==> src/mvm_pkg.sv <==
// ---------------------------------------------------------------------------
// mvm_pkg
// Shared types and constants of the matrix-vector multiply block.
// ---------------------------------------------------------------------------
`timescale 1ns / 1ps
`default_nettype none

package mvm_pkg;

   localparam int VALUE_W     = 32;
   localparam int INDEX_W     = 4;
   localparam int CFG_W       = 5;
   localparam int FRAC_BITS   = 16;
   localparam int ACC_W       = 2 * VALUE_W + CFG_W;
   localparam int QUEUE_DEPTH = 4;
   localparam int QPTR_W      = $clog2(QUEUE_DEPTH);

   localparam logic [CFG_W-1:0] COUNT_MAX = '1;

   localparam logic REQ_MATRIX = 1'b0;
   localparam logic REQ_VECTOR = 1'b1;

   localparam logic CSR_ROWS = 1'b0;
   localparam logic CSR_COLS = 1'b1;

   typedef struct packed {
      logic                      req_type;
      logic [INDEX_W-1:0]        row_index;
      logic [INDEX_W-1:0]        col_index;
      logic signed [VALUE_W-1:0] value;
      logic                      last;
   } req_item_type;

   typedef struct packed {
      logic [INDEX_W-1:0]        out_row;
      logic signed [VALUE_W-1:0] out_value;
      logic                      saturated;
      logic                      size_error;
      logic                      out_last;
   } rsp_item_type;

   typedef struct packed {
      logic                      mat_we;
      logic                      vec_we;
      logic                      run;
      logic                      size_error;
      logic [CFG_W-1:0]          rows;
      logic [CFG_W-1:0]          cols;
      logic [INDEX_W-1:0]        row;
      logic [INDEX_W-1:0]        col;
      logic signed [VALUE_W-1:0] value;
   } cmd_type;

endpackage

`default_nettype wire

==> src/mvm_queue.sv <==
// ---------------------------------------------------------------------------
// mvm_queue
// Short command queue between the front and back parts.
// ---------------------------------------------------------------------------
`timescale 1ns / 1ps
`default_nettype none

module mvm_queue
   import mvm_pkg::*;
(
   input  logic    clock,
   input  logic    reset,
   input  logic    push,
   input  cmd_type push_cmd,
   output logic    full,
   input  logic    pop,
   output logic    pop_valid,
   output cmd_type pop_cmd
);

   cmd_type            slots_ff [QUEUE_DEPTH];
   logic [QPTR_W-1:0]  wr_ptr_ff, wr_ptr_in;
   logic [QPTR_W-1:0]  rd_ptr_ff, rd_ptr_in;
   logic [QPTR_W:0]    count_ff, count_in;

   assign full      = (count_ff == (QPTR_W+1)'(QUEUE_DEPTH));
   assign pop_valid = (count_ff != '0);
   assign pop_cmd   = slots_ff[rd_ptr_ff];

   always_comb begin
      wr_ptr_in = wr_ptr_ff;
      rd_ptr_in = rd_ptr_ff;
      count_in  = count_ff;
      if (push) begin
         wr_ptr_in = wr_ptr_ff + 1'b1;
      end
      if (pop) begin
         rd_ptr_in = rd_ptr_ff + 1'b1;
      end
      if (push && !pop) begin
         count_in = count_ff + 1'b1;
      end else if (pop && !push) begin
         count_in = count_ff - 1'b1;
      end
   end

   always_ff @(posedge clock) begin
      if (reset) begin
         wr_ptr_ff <= '0;
         rd_ptr_ff <= '0;
         count_ff  <= '0;
      end else begin
         wr_ptr_ff <= wr_ptr_in;
         rd_ptr_ff <= rd_ptr_in;
         count_ff  <= count_in;
      end
   end

   always_ff @(posedge clock) begin
      if (push) begin
         slots_ff[wr_ptr_ff] <= push_cmd;
      end
   end

endmodule

`default_nettype wire

==> config.mk <==
export PLATFORM = sky130hd
export DESIGN_NAME = mvm_queue
export DESIGN_NICKNAME = d
export VERILOG_FILES = /design/src/mvm_pkg.sv /design/src/mvm_queue.sv
export SDC_FILE = /design/constraint.sdc
export NUM_CORES = 1
export LEC_CHECK = 0
export BUFFER_PORTS_ARGS = -buffer_cell sky130_fd_sc_hd__buf_2
export CORE_UTILIZATION = 57
export DETAILED_ROUTE_END_ITERATION = 6
export PLACE_DENSITY = 0.81
export SLEW_MARGIN = 10
export SYNTH_ARGS = -nofsm -noshare
export SYNTH_HDL_FRONTEND = slang
export SYNTH_SLANG_ARGS = --single-unit
==> constraint.sdc <==
create_clock -name clock -period 3.45 [get_ports clock]
set_clock_uncertainty 0.2 [all_clocks]
set_input_delay 0.69 -clock clock [delete_from_list [all_inputs] [get_ports clock]]
set_output_delay 0.69 -clock clock [all_outputs]
set_load 0.02 [all_outputs]
==> impl_metrics.toml <==
[pwr]
cellLeakagePower_nw = 3.40
power_mw = 6.21
ir_worst_vdd_v = 0.000363
power.density_nw_per_um2 = 632

[sta]
tightestPinTransition_ns = 0.855
setup_tns_ns = 0
fin_crit_sh_pct = 87.2
slew_viol_final = 0
max-slew-margin-rel_pct = 43.0
rsz0062_at_grt = "false"
setup_viol = 0
fmax_mhz = 332
min_period_ns = 3.01
hold_viol = 0

[floorplan]
pin_count = 114
die_h_um = 123
die_x_um = 123
start_util_pct = 59.0
core_sq_um = 14000
rows = 43
die_area_sq_um = 15000

[grt]
grt_usage_pct = 19.9
grt_pass1_wl_um = 22000
grt_overflow = 0
grt_pass1_vias = 4015
antenna_found_initial = 1
grt_start_max_net_pins = 37

[logic_synthesis]
ys_types = 22
synth-seq-area-share_pct = 80.4
synth_warnings = 0
postSynthCellCount = 326
synth_area_sq_um = 8290
synth_fp_nets = 390
synth_seq_cells = 225
avgSynthCellArea_sq_um = 25.4

[clock_network]
cts_buffers = 23
cts_tree = "done"
root_buffer = "clkbuf_16"
clock_latency_ns = 0.49
ctsHoldBuffers = 0
cts_buffer_depth = 3
htreeDepth = 1
cts_resized = 0
cts.sink_count = 225
clk_pin_slew_ns = 0.06
post_cts_buffers = 0

[final_layout]
design_area_sq_um = 9840
drive_gt1_share_pct = 45.4
fin_nets = 528
multiInputGateArea_sq_um = 1470
fillers = 830
ff_latch_area_sq_um = 6670
syn2layout_area_growth_pct = 18.7

[placed_design]
portBuffers = 113
placed_area_sq_um = 9090
place.gp.congestion = 0.646
hpwl_um = 8820

[drt]
wl_per_cell_um = 21.6
vias_per_cell = 5.71
drc = 0
drt_iter0_drc = 244
wl_um = 14300
ant_nets = 0
first_pass_iters = 5
vias = 3773

[hold_path]
min_path_type = "in -> reg"

[outcome]
status = "finished, final reports clean"

[critical_path]
crit_required_ns = 2.56
cp-end-kind = "output port"
worst-path-max-fanout = 22
worstSetupPathType = "reg -> out"
start_kind = "flip-flop"
worstPathArrival_ns = 2.12

[job]
drv_cap = 0
## worst paths after layout
check | start | to | slack, ns | cells after the start
hold / removal | push_cmd[18] | slots_ff[3][18] | 0.21 | 1
hold reg to reg | count_ff[2] | count_ff[2] | 0.32 | 2
setup reg to reg | wr_ptr_ff[0] | slots_ff[2][21] | 1.37 | 4
setup / recovery | flip-flop | pop_cmd[0] | 0.44 | 3
## critical path: stages, from the launching register on
cell     delay [ns]
dfxtp_4        0.62
buf_4          0.31
mux4_2         0.53
buf_2          0.18
## logic make-up (layout without fill, tap and decap cells)
| family | Yosys count | in the layout | synth area share [%] |
|---|---|---|---|
| compound gates | 2 | 2 | 0.121 |
| buf+inv | 17 | 171 | 1.93 |
| flops | 225 | 225 | 80.4 |
| fa+ha+maj | 6 | 6 | 0.996 |
| other cells | 0 | 1 | 0 |
| xor+xnor | 5 | 5 | 0.528 |
| mux | 56 | 56 | 15.1 |
| simple gates | 15 | 15 | 0.906 |
## cell usage after synthesis
| master | instances | area share [%] |
|---|---|---|
| clkbuf_2 | 1 | 0.060 |
| ha_1 | 5 | 0.75 |
| fa_1 | 1 | 0.24 |
| mux2i_1 | 2 | 0.24 |
| nor3b_1 | 1 | 0.091 |
| or3_1 | 2 | 0.15 |
| xor2_1 | 3 | 0.32 |
| nor2_1 | 7 | 0.32 |
| buf_12 | 5 | 1.2 |
| a21oi_1 | 1 | 0.060 |
| o21ai_0 | 1 | 0.060 |
| mux4_1 | 4 | 1.3 |
| clkbuf_1 | 1 | 0.045 |
| buf_2 | 5 | 0.30 |
| buf_6 | 1 | 0.14 |
| dfxtp_1 | 9 | 2.2 |
| mux4_2 | 50 | 14 |
| xnor2_1 | 2 | 0.21 |
| nand2_1 | 1 | 0.045 |
| edfxtp_1 | 216 | 78 |
| inv_1 | 4 | 0.18 |
| and2_1 | 4 | 0.30 |
## flip-flops by register name, summed over array words and instances (netlist names), named ones only
| name | count |
|---|---|
| rd_ptr_ff | 2 |
| count_ff | 3 |
| slots_ff | 216 |
| wr_ptr_ff | 2 |
## metrics by stage
step	hold WS (ns)	instances	setup slack [ns]	util, %
2_1_floorplan	0.261	326	0.859	-
3_3_place_gp	0.274	619	0.878	64.8
3_5_place_dp	0.302	619	0.882	64.8
4_1_cts	0.198	660	0.369	70.0
5_1_grt	0.201	660	0.302	70.0
6_report	0.211	661	0.442	70.1
## power by group
part | internal (mW) | total [mW] | leakage [nW] | switching, mW
sequential | 3.14 | 3.19 | 2.06 | 0.0581
clock | 1.43 | 2.38 | 0.373 | 0.946
combinational | 0.275 | 0.644 | 0.965 | 0.369
total | 4.84 | 6.21 | 3.40 | 1.37
## area by class of cell
type | count | area share [%]
sequential | 225 | 67.8
multi-input combinational | 84 | 14.9
timing repair buffer | 126 | 7.25
clock buffer | 33 | 6.84
tap | 180 | 2.29
clock inverter | 8 | 0.712
inverter | 4 | 0.153
antenna | 1 | 0.0254
## routing by layer
metal | GRT usage [%] | up-vias | wire, um
met5 | 0 | - | 0
met1 | 26.9 | 1965 | 5790
met4 | 4.88 | 0 | 255
met3 | 4.14 | 24 | 849
li1 | - | 1661 | -
met2 | 33.5 | 123 | 7410
## cells in the final DEF (no fill, tap or decap), types with 2 or more instances in the layout
master / synthesis / final
edfxtp_1: 216 / 216
buf_2: 5 / 113
mux4_2: 50 / 50
clkbuf_16: 0 / 23
buf_4: 0 / 9
nor2_1: 7 / 7
dfxtp_1: 9 / 7
clkbuf_8: 0 / 6
ha_1: 5 / 5
clkinv_2: 0 / 5
inv_1: 4 / 4
and2_2: 0 / 4
mux4_1: 4 / 4
clkbuf_1: 1 / 4
buf_12: 5 / 4
xor2_1: 3 / 3
or3_1: 2 / 2
xnor2_1: 2 / 2
mux2i_1: 2 / 2
Power figures use the tool's default switching activity.
