## src/mvm_pkg.sv

```systemverilog
// ---------------------------------------------------------------------------
// mvm_pkg
// Shared types and constants of the matrix-vector multiply block.
// ---------------------------------------------------------------------------
`timescale 1ns / 1ps
`default_nettype none

package mvm_pkg;

   localparam int VALUE_W     = 32;
   localparam int INDEX_W     = 4;
   localparam int CFG_W       = 5;
   localparam int FRAC_BITS   = 16;
   localparam int ACC_W       = 2 * VALUE_W + CFG_W;
   localparam int QUEUE_DEPTH = 4;
   localparam int QPTR_W      = $clog2(QUEUE_DEPTH);

   localparam logic [CFG_W-1:0] COUNT_MAX = '1;

   localparam logic REQ_MATRIX = 1'b0;
   localparam logic REQ_VECTOR = 1'b1;

   localparam logic CSR_ROWS = 1'b0;
   localparam logic CSR_COLS = 1'b1;

   typedef struct packed {
      logic                      req_type;
      logic [INDEX_W-1:0]        row_index;
      logic [INDEX_W-1:0]        col_index;
      logic signed [VALUE_W-1:0] value;
      logic                      last;
   } req_item_type;

   typedef struct packed {
      logic [INDEX_W-1:0]        out_row;
      logic signed [VALUE_W-1:0] out_value;
      logic                      saturated;
      logic                      size_error;
      logic                      out_last;
   } rsp_item_type;

   typedef struct packed {
      logic                      mat_we;
      logic                      vec_we;
      logic                      run;
      logic                      size_error;
      logic [CFG_W-1:0]          rows;
      logic [CFG_W-1:0]          cols;
      logic [INDEX_W-1:0]        row;
      logic [INDEX_W-1:0]        col;
      logic signed [VALUE_W-1:0] value;
   } cmd_type;

endpackage

`default_nettype wire

```

## src/mvm_front.sv

```systemverilog
// ---------------------------------------------------------------------------
// mvm_front
// Accepts request transfers, counts vector elements and classifies each
// item into a store, element or run command.
// ---------------------------------------------------------------------------
`timescale 1ns / 1ps
`default_nettype none

module mvm_front
   import mvm_pkg::*;
#(
   parameter int MAX_DIM = 16
)
(
   input  logic             clock,
   input  logic             reset,
   input  logic             req_valid,
   input  req_item_type     req_data,
   output logic             req_stall,
   input  logic [CFG_W-1:0] rows_in_use,
   input  logic [CFG_W-1:0] cols_in_use,
   input  logic             queue_full,
   output logic             push,
   output cmd_type          push_cmd
);

   logic [CFG_W-1:0] count_ff, count_in;
   logic [CFG_W-1:0] count_inc;

   assign req_stall = queue_full;
   assign push      = req_valid && !queue_full;
   assign count_inc = (count_ff != COUNT_MAX) ? count_ff + 1'b1 : count_ff;

   always_comb begin
      push_cmd            = '0;
      push_cmd.row        = req_data.row_index;
      push_cmd.col        = req_data.col_index;
      push_cmd.value      = req_data.value;
      push_cmd.cols       = cols_in_use;
      push_cmd.rows       = rows_in_use;
      if (rows_in_use == '0) begin
         push_cmd.rows = CFG_W'(1);
      end else if (int'(rows_in_use) > MAX_DIM) begin
         push_cmd.rows = CFG_W'(MAX_DIM);
      end
      count_in = count_ff;
      if (req_data.req_type == REQ_MATRIX) begin
         push_cmd.mat_we = (int'(req_data.row_index) < MAX_DIM) &&
                           (int'(req_data.col_index) < MAX_DIM);
      end else begin
         push_cmd.vec_we = (int'(req_data.col_index) < MAX_DIM);
         if (req_data.last) begin
            push_cmd.run        = 1'b1;
            push_cmd.size_error = (count_inc != cols_in_use) || (cols_in_use == '0) ||
                                  (int'(cols_in_use) > MAX_DIM);
            count_in            = '0;
         end else begin
            count_in = count_inc;
         end
      end
      if (!push) begin
         count_in = count_ff;
      end
   end

   always_ff @(posedge clock) begin
      if (reset) begin
         count_ff <= '0;
      end else begin
         count_ff <= count_in;
      end
   end

endmodule

`default_nettype wire

```

## config.mk

```make
export PLATFORM = sky130hd
export DESIGN_NAME = mvm_front
export DESIGN_NICKNAME = d
export VERILOG_FILES = /design/src/mvm_pkg.sv /design/src/mvm_front.sv
export SDC_FILE = /design/constraint.sdc
export NUM_CORES = 1
export LEC_CHECK = 0
export BUFFER_PORTS_ARGS = -buffer_cell sky130_fd_sc_hd__buf_2
export CORE_ASPECT_RATIO = 0.75
export CORE_MARGIN = 2
export CORE_UTILIZATION = 25
export DETAILED_ROUTE_END_ITERATION = 16
export PLACE_DENSITY = 0.72
export SLEW_MARGIN = 25
export SYNTH_ARGS = -nofsm -noshare
export SYNTH_HDL_FRONTEND = slang
export SYNTH_SLANG_ARGS = --single-unit
```

## constraint.sdc

```tcl
create_clock -name clock -period 4.6 [get_ports clock]
set_input_delay 0.92 -clock clock [delete_from_list [all_inputs] [get_ports clock]]
set_output_delay 0.92 -clock clock [all_outputs]
set_load 0.01 [all_outputs]
```

==> impl_metrics.env <==
export IMPL_routedWlPerCell_um=10.41
export IMPL_synth_common_cells="47 x buf_4, 8 x nor2_1, 5 x dfxtp_1"
export IMPL_multiInputGateArea_um2=324.1
export IMPL_seqPwrFrac=0.281
export IMPL_synth_top_area_cell="buf_4"
export IMPL_antennaDiodeCount=0
export IMPL_rows=17
export IMPL_die_y_um=52.51
export IMPL_dr_pass1_iters=4
export IMPL_period_share=0.6525
export IMPL_rsz0062_at_grt="false"
export IMPL_rr_worst_depth=6
export IMPL_grt_max_degree=8
export IMPL_post_cts_resized=0
export IMPL_vias=566
export IMPL_yosysMostFrequentCell="buf_4"
export IMPL_fmax_mhz=333.1
export IMPL_h_tree_depth=1
export IMPL_crit_arrival_ns=2.08
export IMPL_skew_ns=0.002088
export IMPL_p_sw_w=0.00004007
export IMPL_timing_worst_setup_path_type="in -> out"
export IMPL_p_clk_frac=0.519
export IMPL_swShare=0.2528
export IMPL_hold_class="reg -> reg"
export IMPL_fillCellCount=328
export IMPL_yosysWarningCount=0
export IMPL_drc_errors=0
export IMPL_grt_pass1_vias=467
export IMPL_syn_to_final_growth_pct=-13.88
export IMPL_internal_power_w=0.0001184
export IMPL_yosys_most_used_dff="dfxtp_1"
export IMPL_crit_fanout=3
export IMPL_drtAntennaViolNets=0
export IMPL_dieArea_um2=3607
export IMPL_end_kind="output port"
export IMPL_core_um2=2957
export IMPL_worstMarginPinSlew_ns=0.3213
export IMPL_numCtsBuffers=3
export IMPL_clkSinkCount=5
export IMPL_synth_yosys_seq_area_share=0.1276
export IMPL_hold_viol_final=0
export IMPL_grt_pass1_wl_mm=1.966
export IMPL_ys_types=28
export IMPL_clk_latency_ns=0.22
export IMPL_p_comb_frac=0.200
export IMPL_setup_ws_ns=1.598
export IMPL_period_needed_ns=3.002
export IMPL_largestRegisters="count_ff x5"
export IMPL_dieWidth_um=68.69
export IMPL_clk_pin_slew_ns=0.04
export IMPL_cts_tree="done"
export IMPL_syn_nets=161
export IMPL_maxCapViolCount=0
export IMPL_maxSlewHeadroom=0.7843
export IMPL_slew_violations=0
export IMPL_drt_initial_drc_count=7
export IMPL_ir_drop_v=0.0001453
export IMPL_whs_ns=0.6010
export IMPL_dpl_hpwl_mm=1.095
export IMPL_ys_ff_latch=5
export IMPL_yosys_area_top_type_share=0.4498
export IMPL_holdPathStages=2
export IMPL_routed_wl_mm=1.343
export IMPL_worst_setup_path_start_kind="input port"
export IMPL_final_util=0.2285
export IMPL_leakage_nw=0.3181
export IMPL_power_density_nw_per_um2=234.6
export IMPL_outcome="complete, no violations"
export IMPL_synth_edff_count=0
export IMPL_nets=149
export IMPL_avgViaCountPerCell=4.388
export IMPL_regMostFlops="count_ff"
export IMPL_netlist_top_cells_area="buf_4 45%, dfxtp_1 13%, nor2_1 3.8%, nor2b_1 3.2%, a21oi_1 2.6%"
export IMPL_hold_buffers=0
export IMPL_ios=112
export IMPL_grt_antenna_before_repair=0
export IMPL_drive_gt1_frac=0.3956
export IMPL_ff_latch_area_um2=100.1
export IMPL_largest_reg_flops=5
export IMPL_synth_async_reset_ratio=0
export IMPL_setup_viol=0
export IMPL_post_cts_setup_buffers=0
export IMPL_tns_ns=0
export IMPL_synth_avg_cell_area_um2=7.543
export IMPL_crit_required_ns=3.68
export IMPL_synthCells=104
export IMPL_synth_area_um2=784.5
export IMPL_root_buffer="clkbuf_8"
export IMPL_pre_cts_ws_ns=1.609
export IMPL_gr_total_overflow=0
export IMPL_cts_buffer_depth=2
export IMPL_portBuffers=31
export IMPL_gp_congestion=0.7867
export IMPL_start_util=0.2653
export IMPL_grt_usage=0.07519
## layout make-up
type                       count  area share
multi-input combinational     50      0.4796
timing repair buffer          31      0.2296
sequential                     5      0.1481
tap                           38     0.07037
clock buffer                   4     0.06667
inverter                       1    0.005556
## power groups by stage
| stage | registers, W | logic [W] | clock network [W] |
|---|---|---|---|
| 2_1_floorplan | 0.0000450 | 0.0000543 | 0 |
| 3_3_place_gp | 0.0000451 | 0.0000313 | 0 |
| 3_5_place_dp | 0.0000451 | 0.0000319 | 0 |
| 4_1_cts | 0.0000445 | 0.0000321 | 0.0000839 |
| 5_1_grt | 0.0000445 | 0.0000355 | 0.0000882 |
| 6_report | 0.0000445 | 0.0000317 | 0.0000823 |
## cell families (layout without fill, tap and decap cells)
| group | Yosys count | after routing | share of synthesized area |
|---|---|---|---|
| and+or+nand+nor | 28 | 28 | 0.1898 |
| adders and majority gates | 1 | 1 | 0.01595 |
| muxes | 2 | 2 | 0.02552 |
| xor gates and xnor gates | 5 | 5 | 0.06540 |
| DFF | 5 | 5 | 0.1276 |
| AOI/OAI and AO/OA | 14 | 14 | 0.1164 |
| buffers and inverters | 49 | 36 | 0.4593 |
## worst max-delay path, cell delays in order
cell	delay, ns
buf_2	0.12
xnor2_1	0.28
xor2_1	0.12
a21o_1	0.19
a31oi_1	0.21
o21a_1	0.13
buf_2	0.12
## routing by layer
metal  track usage  share of wire  wire length [µm]  vias up
li1              -              -                 -      274
met1       0.09021           0.42               563      260
met2        0.1010           0.44               593       32
met3       0.04086           0.14               186        0
met4       0.05000              0                 0        0
met5             0              0                 0        -
## placed cells by master, fill, tap and decap left out, types with 3 or more instances in the layout
cell type / synthesis / layout
a21oi_1: 4 / 4
clkbuf_8: 0 / 3
dfxtp_1: 5 / 5
a31oi_1: 3 / 3
nor3_1: 4 / 4
buf_2: 0 / 31
nand2_1: 3 / 3
nor2_1: 8 / 8
nor2b_1: 4 / 4
## per-stage QoR
| stage | std cells | area [µm²] | power [W] |
|---|---|---|---|
| after global placement | 125 | 630.6 | 0.00007646 |
| after floorplan | 104 | 784.5 | 0.00009933 |
| after CTS | 129 | 675.6 | 0.0001605 |
| after detailed placement | 125 | 630.6 | 0.00007705 |
| final | 129 | 675.6 | 0.0001585 |
| after global routing | 129 | 675.6 | 0.0001682 |
## worst paths after layout
| check | startpoint | to | slack (ns) |
|---|---|---|---|
| setup / recovery | cols_in_use[0] | push_cmd[50] | 1.60 |
| hold / removal | count_ff[0]$_SDFFE_PP0P_ | count_ff[0]$_SDFFE_PP0P_ | 0.60 |
| setup reg to reg | count_ff[0]$_SDFFE_PP0P_ | count_ff[3]$_SDFFE_PP0P_ | 3.08 |
| hold reg to reg | count_ff[0]$_SDFFE_PP0P_ | count_ff[0]$_SDFFE_PP0P_ | 0.60 |
(Power assumes the default switching activity.)
